`src/rtl/core/skt_pkg.sv`:
```
package skt_pkg;

  localparam int KEY_W = 32;
  localparam int PAY_IO_W = 16;
  localparam int COUNT_IO_W = 7;

  localparam logic [1:0] OP_INSERT = 2'd0;
  localparam logic [1:0] OP_REMOVE = 2'd1;
  localparam logic [1:0] OP_LOOKUP = 2'd2;

  localparam logic [1:0] STATUS_OK        = 2'd0;
  localparam logic [1:0] STATUS_NOT_FOUND = 2'd1;
  localparam logic [1:0] STATUS_FULL      = 2'd2;

  typedef struct packed {
    logic [1:0]              operation;
    logic signed [KEY_W-1:0] key;
    logic [PAY_IO_W-1:0]     payload;
  } skt_req_t;

  typedef struct packed {
    logic [1:0]            status;
    logic [PAY_IO_W-1:0]   payload_out;
    logic [COUNT_IO_W-1:0] entry_count;
    logic                  is_empty;
  } skt_rsp_t;

  typedef enum logic [2:0] {
    ST_IDLE,
    ST_INSERT,
    ST_HEAD,
    ST_SEARCH,
    ST_SHIFT,
    ST_DONE
  } skt_state_t;

endpackage

```
`src/rtl/core/sorted_key_table.sv`:
```
// Ordered table of up to DEPTH entries, each a signed key and a payload handle, held in
// ascending key order in a single memory with one write and one registered read port. One
// request is worked on at a time; the next is taken once the previous result sits in the
// response register, even while that response is stalled. Entries are visited one at a time
// through the memory read port. Insert walks down from the top entry, moving up by one each
// entry with a larger key, or an equal key above entry 0. Lookup walks up from entry 0 and
// stops at the first match or after the last entry. Remove searches the same way and then
// moves every later entry down by one. Insert into a full table, any request on an empty
// table and the unused operation code go straight to the result without visiting an entry.
// No clearing pass is needed after reset.
module sorted_key_table
  import skt_pkg::*;
#(
  parameter int DEPTH = 64,
  parameter int PAYLOAD_WIDTH = 16
) (
  input  logic     clk,
  input  logic     rst,
  input  logic     req_valid,
  output logic     req_stall,
  input  skt_req_t req,
  output logic     rsp_valid,
  input  logic     rsp_stall,
  output skt_rsp_t rsp
);

  localparam int AW = $clog2(DEPTH);
  localparam int CW = $clog2(DEPTH + 1);
  localparam int ENTRY_W = KEY_W + PAYLOAD_WIDTH;

  skt_state_t state, state_next;

  logic [CW-1:0]            occ, occ_next;
  logic [1:0]               cmd_op;
  logic signed [KEY_W-1:0]  cmd_key;
  logic [PAYLOAD_WIDTH-1:0] cmd_pay;
  logic [AW-1:0]            rd_idx, rd_idx_next;
  logic [1:0]               res_status, res_status_next;
  logic [PAY_IO_W-1:0]      res_payload, res_payload_next;

  logic [ENTRY_W-1:0] mem [DEPTH];
  logic [ENTRY_W-1:0] rd_data;
  logic               mem_we;
  logic [AW-1:0]      mem_wa;
  logic [ENTRY_W-1:0] mem_wd;
  logic [AW-1:0]      mem_ra;

  logic                     req_fire;
  logic                     slot_free;
  logic signed [KEY_W-1:0]  rd_key;
  logic [PAYLOAD_WIDTH-1:0] rd_pay;
  logic [CW-1:0]            idx_inc;
  logic                     more;
  logic                     key_hit;
  logic                     move_up;
  logic                     full;

  assign req_stall = (state != ST_IDLE);
  assign req_fire  = req_valid && !req_stall;
  assign slot_free = !rsp_valid || !rsp_stall;

  assign rd_key  = rd_data[ENTRY_W-1 -: KEY_W];
  assign rd_pay  = rd_data[PAYLOAD_WIDTH-1:0];
  assign idx_inc = CW'(rd_idx) + CW'(1);
  assign more    = idx_inc < occ;
  assign key_hit = (rd_key == cmd_key);
  assign move_up = (rd_idx != '0) ? (rd_key >= cmd_key) : (rd_key > cmd_key);
  assign full    = (occ == CW'(DEPTH));

  always_ff @(posedge clk) begin
    if (mem_we) begin
      mem[mem_wa] <= mem_wd;
    end
    rd_data <= mem[mem_ra];
  end

  always_comb begin
    state_next = state;
    case (state)
      ST_IDLE: begin
        if (req_fire) begin
          if ((req.operation == OP_INSERT) && !full && (occ != '0)) begin
            state_next = ST_INSERT;
          end else if (((req.operation == OP_REMOVE) || (req.operation == OP_LOOKUP)) &&
                       (occ != '0)) begin
            state_next = ST_SEARCH;
          end else begin
            state_next = ST_DONE;
          end
        end
      end
      ST_INSERT: begin
        if (!move_up) begin
          state_next = ST_DONE;
        end else if (rd_idx == '0) begin
          state_next = ST_HEAD;
        end
      end
      ST_HEAD: state_next = ST_DONE;
      ST_SEARCH: begin
        if (key_hit) begin
          if ((cmd_op == OP_REMOVE) && more) begin
            state_next = ST_SHIFT;
          end else begin
            state_next = ST_DONE;
          end
        end else if (!more) begin
          state_next = ST_DONE;
        end
      end
      ST_SHIFT: begin
        if (!more) begin
          state_next = ST_DONE;
        end
      end
      ST_DONE: begin
        if (slot_free) begin
          state_next = ST_IDLE;
        end
      end
      default: state_next = ST_IDLE;
    endcase
  end

  always_comb begin
    mem_we           = 1'b0;
    mem_wa           = '0;
    mem_wd           = {cmd_key, cmd_pay};
    mem_ra           = rd_idx;
    rd_idx_next      = rd_idx;
    occ_next         = occ;
    res_status_next  = res_status;
    res_payload_next = res_payload;
    case (state)
      ST_IDLE: begin
        if (req_fire) begin
          res_status_next  = STATUS_OK;
          res_payload_next = '0;
          if (req.operation == OP_INSERT) begin
            if (full) begin
              res_status_next = STATUS_FULL;
            end else if (occ == '0) begin
              mem_we   = 1'b1;
              mem_wd   = {req.key, PAYLOAD_WIDTH'(req.payload)};
              occ_next = CW'(1);
            end else begin
              mem_ra      = AW'(occ - CW'(1));
              rd_idx_next = AW'(occ - CW'(1));
            end
          end else if ((req.operation == OP_REMOVE) || (req.operation == OP_LOOKUP)) begin
            mem_ra      = '0;
            rd_idx_next = '0;
            if (occ == '0) begin
              res_status_next = STATUS_NOT_FOUND;
            end
          end
        end
      end
      ST_INSERT: begin
        mem_we = 1'b1;
        mem_wa = rd_idx + AW'(1);
        if (move_up) begin
          mem_wd = rd_data;
          if (rd_idx != '0) begin
            mem_ra      = rd_idx - AW'(1);
            rd_idx_next = rd_idx - AW'(1);
          end
        end else begin
          occ_next = occ + CW'(1);
        end
      end
      ST_HEAD: begin
        mem_we   = 1'b1;
        mem_wa   = '0;
        occ_next = occ + CW'(1);
      end
      ST_SEARCH: begin
        if (key_hit) begin
          if (cmd_op == OP_LOOKUP) begin
            res_payload_next = PAY_IO_W'(rd_pay);
          end else if (more) begin
            mem_ra      = rd_idx + AW'(1);
            rd_idx_next = rd_idx + AW'(1);
          end else begin
            occ_next = occ - CW'(1);
          end
        end else if (more) begin
          mem_ra      = rd_idx + AW'(1);
          rd_idx_next = rd_idx + AW'(1);
        end else begin
          res_status_next = STATUS_NOT_FOUND;
        end
      end
      ST_SHIFT: begin
        mem_we = 1'b1;
        mem_wa = rd_idx - AW'(1);
        mem_wd = rd_data;
        if (more) begin
          mem_ra      = rd_idx + AW'(1);
          rd_idx_next = rd_idx + AW'(1);
        end else begin
          occ_next = occ - CW'(1);
        end
      end
      ST_DONE: begin
      end
      default: begin
      end
    endcase
  end

  always_ff @(posedge clk) begin
    if (rst) begin
      state     <= ST_IDLE;
      occ       <= '0;
      rsp_valid <= 1'b0;
    end else begin
      state <= state_next;
      occ   <= occ_next;
      if ((state == ST_DONE) && slot_free) begin
        rsp_valid <= 1'b1;
      end else if (!rsp_stall) begin
        rsp_valid <= 1'b0;
      end
    end
  end

  always_ff @(posedge clk) begin
    rd_idx      <= rd_idx_next;
    res_status  <= res_status_next;
    res_payload <= res_payload_next;
    if (req_fire) begin
      cmd_op  <= req.operation;
      cmd_key <= req.key;
      cmd_pay <= PAYLOAD_WIDTH'(req.payload);
    end
    if ((state == ST_DONE) && slot_free) begin
      rsp.status      <= res_status;
      rsp.payload_out <= res_payload;
      rsp.entry_count <= COUNT_IO_W'(occ);
      rsp.is_empty    <= (occ == '0);
    end
  end

  a_occ_bound: assert property (@(posedge clk) disable iff (rst)
    occ <= CW'(DEPTH))
    else $error("Entry count exceeds the table depth.");

  a_occ_change: assert property (@(posedge clk) disable iff (rst)
    (!$past(rst) && (occ != $past(occ))) |-> (state == ST_DONE))
    else $error("Entry count changed other than at the end of a request.");

  a_write_range: assert property (@(posedge clk) disable iff (rst)
    mem_we |-> (CW'(mem_wa) <= occ))
    else $error("Memory write beyond the occupied entries.");

  a_full_count: assert property (@(posedge clk) disable iff (rst)
    (rsp_valid && (rsp.status == STATUS_FULL)) |-> (rsp.entry_count == COUNT_IO_W'(DEPTH)))
    else $error("Full status reported with a table that is not full.");

  a_busy_after_req: assert property (@(posedge clk) disable iff (rst)
    req_fire |=> (state != ST_IDLE))
    else $error("Accepted request did not start work.");

endmodule

```
`config.mk`:
```
export PLATFORM = sky130hd
export DESIGN_NAME = sorted_key_table
export DESIGN_NICKNAME = d
export VERILOG_FILES = /design/src/rtl/core/skt_pkg.sv /design/src/rtl/core/sorted_key_table.sv
export SDC_FILE = /design/constraint.sdc
export NUM_CORES = 2
export LEC_CHECK = 0
export ABC_AREA = 1
export BUFFER_PORTS_ARGS = -buffer_cell sky130_fd_sc_hd__buf_2
export CAP_MARGIN = 20
export CELL_PAD_IN_SITES_DETAIL_PLACEMENT = 1
export CELL_PAD_IN_SITES_GLOBAL_PLACEMENT = 2
export CORE_ASPECT_RATIO = 0.5
export CORE_UTILIZATION = 45
export CTS_BUF_LIST = sky130_fd_sc_hd__clkbuf_4 sky130_fd_sc_hd__clkbuf_8
export CTS_CLUSTER_SIZE = 16
export DETAILED_ROUTE_END_ITERATION = 12
export PLACE_DENSITY_LB_ADDON = 0.1
export SLEW_MARGIN = 30
export SYNTH_ARGS = -nofsm -noshare
export SYNTH_HDL_FRONTEND = slang
export SYNTH_SLANG_ARGS = --single-unit
```
`constraint.sdc`:
```
create_clock -name clk -period 6.7 [get_ports clk]
set_input_delay 0.67 -clock clk [delete_from_list [all_inputs] [get_ports clk]]
set_output_delay 0.67 -clock clk [all_outputs]
set_load 0.02 [all_outputs]
```
### After elaboration in Yosys (flattened, before gate mapping)

Memory sizes are Yosys's and may differ from the RTL's. A register that Yosys moved wholly into a read port is not among the register bits.
Index checks and enable logic that the tools add are counted.

* bits in registers: 111
* RAM bits: 3072
* bits of input ports: 54
* output and inout port bits: 28
* memories: 1

Memories
* mem: depth 64, width 48, read ports 1, clocked after Yosys merged registers in 1, write ports 1, line sorted_key_table.sv:41 `logic [ENTRY_W-1:0] mem [DEPTH];`

* add/subtract/negate cells: 5
* magnitude comparators: 3
* eq/ne operators: 24
* muxes and demuxes: 59
* reduce and logical (&&, ||, !) cells: 26

Operators with widths (count)
* 2-to-1 mux 48 bit: 5
* one-hot mux 48 bit (3 select lines): 1
* 2-to-1 mux 6 bit: 10
* 2-to-1 mux 7 bit: 8
* 2-to-1 mux 16 bit: 3
* one-hot mux 7 bit (5 select lines): 1
* == test 32 bit: 1
* >= comparator 32 bit: 1
* greater-than comparator 32 bit: 1
* one-hot mux 16 bit (2 select lines): 1
* 2-to-1 mux 3 bit: 8
* one-hot mux 6 bit (4 select lines): 1
* != test 2 bit, second input constant: 11
* one-hot mux 3 bit (6 select lines): 1
* 2-to-1 mux 1 bit: 12
* one-hot mux 6 bit (2 select lines): 1
* 2-to-1 mux 2 bit: 5
* AND reduction 4 bit: 2
* AND reduction 8 bit: 1
* adder 6 x 1 -> 7 bit, second input constant: 1
* adder 7 x 1 -> 7 bit, second input constant: 1
* == test 7 bit, second input constant: 1
* zero test 7 bit: 1
* < comparator 7 bit: 1
* 25 further kinds: 38

### Longest topological paths before layout

* word-level depth: 8
* mapped depth: 28
* mapped depth without buffers: 26

### Worst setup path after synthesis

OpenSTA, ideal clock, no wires.

* kind: register -> register
* from: register cmd_key[31]
* to: memory mem[0][28] in the netlist's numbering, data pin
* data arrival time: 4.889 ns
* setup slack: 1.109 ns
* cell stages (with the launch flop): 19
* path buffers: 2
* path through: edfxtp_1 -> inv_1 -> ha_1 -> nand2_1 -> nor2_1 -> nand2_1 -> inv_2 -> nand2_1 -> nor2_1 -> nand2_1 -> nand4_1 -> nand3_2 -> nand2_2 -> inv_2 -> nor2_4 -> clkbuf_1 -> clkbuf_1 -> nor3_1 -> o21ai_0

* word-level cells in the longest chain between the ends: 4

RTL lines
* start, declared: line sorted_key_table.sv:35 `logic signed [KEY_W-1:0] cmd_key;`
* start signal, assigned: line sorted_key_table.sv:234 `cmd_key <= req.key;`
* greater-than comparator 32 bit / >= comparator 32 bit (equally long branches): line sorted_key_table.sv:67 `assign move_up = (rd_idx != '0) ? (rd_key >= cmd_key) : (rd_key > cmd_key);`
* 2-to-1 mux 1 bit (*): line sorted_key_table.sv:67
* 2-to-1 mux 48 bit (*): line sorted_key_table.sv:162 `if (move_up) begin`
* one-hot mux 48 bit (3 select lines) (*): line sorted_key_table.sv:134 `case (state)`
* net mem_wd[28]: line sorted_key_table.sv:45 `logic [ENTRY_W-1:0] mem_wd;`
* end, declared: line sorted_key_table.sv:41

The timed path passes the listed nets; every way through them passes the cells marked *.

### Worst setup path in the final report

* from: register rd_idx[0]
* to: register rd_data[39] (read register of mem)

* word-level cells in the longest chain between the ends: 6

RTL lines
* start, declared: line sorted_key_table.sv:37 `logic [AW-1:0] rd_idx, rd_idx_next;`
* start signal, assigned: line sorted_key_table.sv:229 `rd_idx <= rd_idx_next;`
* adder 6 x 1 -> 7 bit: line sorted_key_table.sv:64 `assign idx_inc = CW'(rd_idx) + CW'(1);`
* < comparator 7 bit: line sorted_key_table.sv:65 `assign more = idx_inc < occ;`
* 2-to-1 mux 6 bit
* 2-to-1 mux 6 bit: line sorted_key_table.sv:179 `if (cmd_op == OP_LOOKUP) begin`
* 2-to-1 mux 6 bit
* one-hot mux 6 bit (4 select lines) (*): line sorted_key_table.sv:134
* end, declared: line sorted_key_table.sv:42 `logic [ENTRY_W-1:0] rd_data;`

Mark *: on every way between the ends. The rest lies on a longest branch, timed or not.
A chain may end at the register's enable or synchronous reset.

==> impl_results.md <==
- Die Y: 401 um
- DR iter-0 viols: 10,300
- Via/cell ratio: 5.80
- Final WL: 503,000 um
- RSZ-0062 raised after global routing: false
- HP Class: input port to flop
- Final Setup Violations: 0
- Worst slew pin tran: 1.36 ns
- Slew Limit Fails: 0
- Port Buffers: 81
- Clock sink total: 3,231
- Placer Congestion: 0.821
- Top area cells in the synthesized netlist: edfxtp_1, nand3_1, nand2_1, nand3b_1, inv_1
- Main flop type after synthesis: edfxtp_1
- Synth-to-Final Area Change: 11.4%
- Share of layout cells above drive strength 1: 0.0993
- Hold WS: 0.279 ns
- # nets final: 13,200
- Final Hold Viols: 0
- DP HPWL: 265,000 um
- Wirelength per Cell: 28.5 um
- Top cell type's share of synthesized area: 0.663
- Netlist cell types: 50
- Number of fill cells in the layout: 33,500
- Core ar.: 317,000 um^2
- Asr flop ratio synth: 0
- CP Max Fanout: 54
- Via Count: 102,000
- Critical Path Start Type: flop
- Crit. End Element: flop
- Reg clk slew, reported paths: 0.07 ns
- Met2 WL: 225,000 um
- Mean Syn Cell Area: 11.1 um^2
- Cell with the most instances after synthesis: nand3_1
- Die Area: 321,000 um^2
- Syn Inst Count: 13,000
- Post-Syn Nets: 13,100
- Clock Skews: 0.0729 ns
- Total grt overflow: 0
- Resized Gates After CTS: 0
- Number of synthesized flops with an enable pin: 3,166
- Seq/Total Area, Yosys: 0.672
- Arr. time, crit path: 7.11 ns
- Crit Path Class: flop to flop
- First-pass GRT wire length: 725,000 um
- Critical path's slowest cell: inv_8
- YS warnings: 0
- TritonCTS buffer count: 477
- Slew HR: 0.0917
- Io pins: 82
- ANT nets after route: 0
- Setup TNS: 0 ns
- Cts hold-fix bufs: 55
- Minimum clock period: 6.11 ns
- DRC violations left: 0
- Row count: 146
- Crit share post-route: 0.912
- Outcome: finished, final reports clean
- Max layer used: met5
- Starting Density: 0.453
- Most used cell, CP: nand3_1
- FMAX: 164 MHz
- Skew-Pair Late Insertion Delay: 1.14 ns
- Max-cap violation count: 0
- Die width: 800 um
- H-tree depth: 5
- GRT Util Overall: 0.308
- Clock tree buffer depth: 4
- Met3 WL: 35,300 um
- Crit-path max cell delay: 0.56 ns
- Drt pass-1 iters: 9
- Largest net degree at the start of global routing: 165
- Vias in the first global route: 104,000
- Antenna violations before repair: 12
- Synth Register Bits: 3,231
- Top cells by count, synth: nand3_1, edfxtp_1, nand2_1
- M1 WL: 229,000 um
- WP data required: 7.70 ns
- CTS root buffer: clkbuf_8
- Syn Std Cell Area: 143,000 um^2
- Synth area leader: edfxtp_1
- Postcts setup bufs: 0
- CTS tree: yes
-- placed cells by master, fill, tap and decap left out, drive strengths merged, types with 10 or more instances in the layout --
cell,instances
edfxtp,3166
dlygate4sd3,55
nand4,10
o211ai,20
nor2,166
a21oi,79
nand2,2157
buf,430
ha,43
nand3b,1058
dfxtp,65
a32oi,17
clkbuf,694
inv,1954
a31oi,18
clkinvlp,15
clkinv,166
o21ai,74
nand3,3207
-- layout make-up --
type | count | area [um^2] | share of cell area
well taps | 4218 | 5280 | 0.0331
repair buffers | 486 | 5110 | 0.0320
inverters | 1954 | 7370 | 0.0462
diodes | 3 | 7.51 | 0.0000470
clock buffers | 693 | 8340 | 0.0523
flip-flops and latches | 3231 | 96400 | 0.604
clock inverters | 184 | 913 | 0.00572
multi-input cells | 6914 | 36300 | 0.227
-- path summary, 6_finish.rpt --
kind / from / end / slack, ns / depth (start not counted)
min reg2reg: res_payload[2] / rsp[10] / 0.43 / 0
max reg2reg: rd_idx[0] / rd_data[39] / 0.59 / 25
min: req[15] / cmd_pay[15] / 0.28 / 2
max: rd_idx[0] / rd_data[39] / 0.59 / 25
-- registers in the layout, summed over array words and instances, names as in the netlist --
register     count
cmd_pay         16
occ              7
rd_idx           6
mem           3072
rd_data         48
cmd_key         32
res_status       2
res_payload     16
rsp_valid        1
state            3
rsp             26
cmd_op           2
-- metrics by stage --
stage	instances	setup slack, ns	util	instance area [um^2]
global placement	16700	0.774	0.472	150000
global route	17700	0.388	0.504	160000
detailed placement	16700	0.765	0.473	150000
finish	17700	0.592	0.504	160000
CTS	17700	0.750	0.504	160000
floorplan	13000	1.11	-	143000
-- cells by family (layout without fill, tap and decap cells) --
kind of cell,Yosys count,in the layout,synth area share
xor+xnor,11,11,0.000672
simple gates,6611,6611,0.230
other cells,0,3,0
buf+inv,2808,3317,0.0830
flops,3231,3231,0.672
fa+ha+maj,43,43,0.00375
compound gates,249,249,0.0105
-- worst max-delay path, delay by kind of cell, from the launching register on --
family          cells  cell delay, ns
buf+inv             8            2.06
simple gates       12            2.26
fa+ha+maj           1            0.14
compound gates      4            0.77
flops               1            0.53
-- per-layer routing --
metal  GRT usage  vias up
met3      0.0451      718
met4      0.0873        4
met2       0.477     3657
met5           0        -
met1       0.455    53400
li1            -    44700
Power is left out: the tool's default activity adds up to more than one toggle a clock period on the data nets, which glitch-free logic cannot reach.
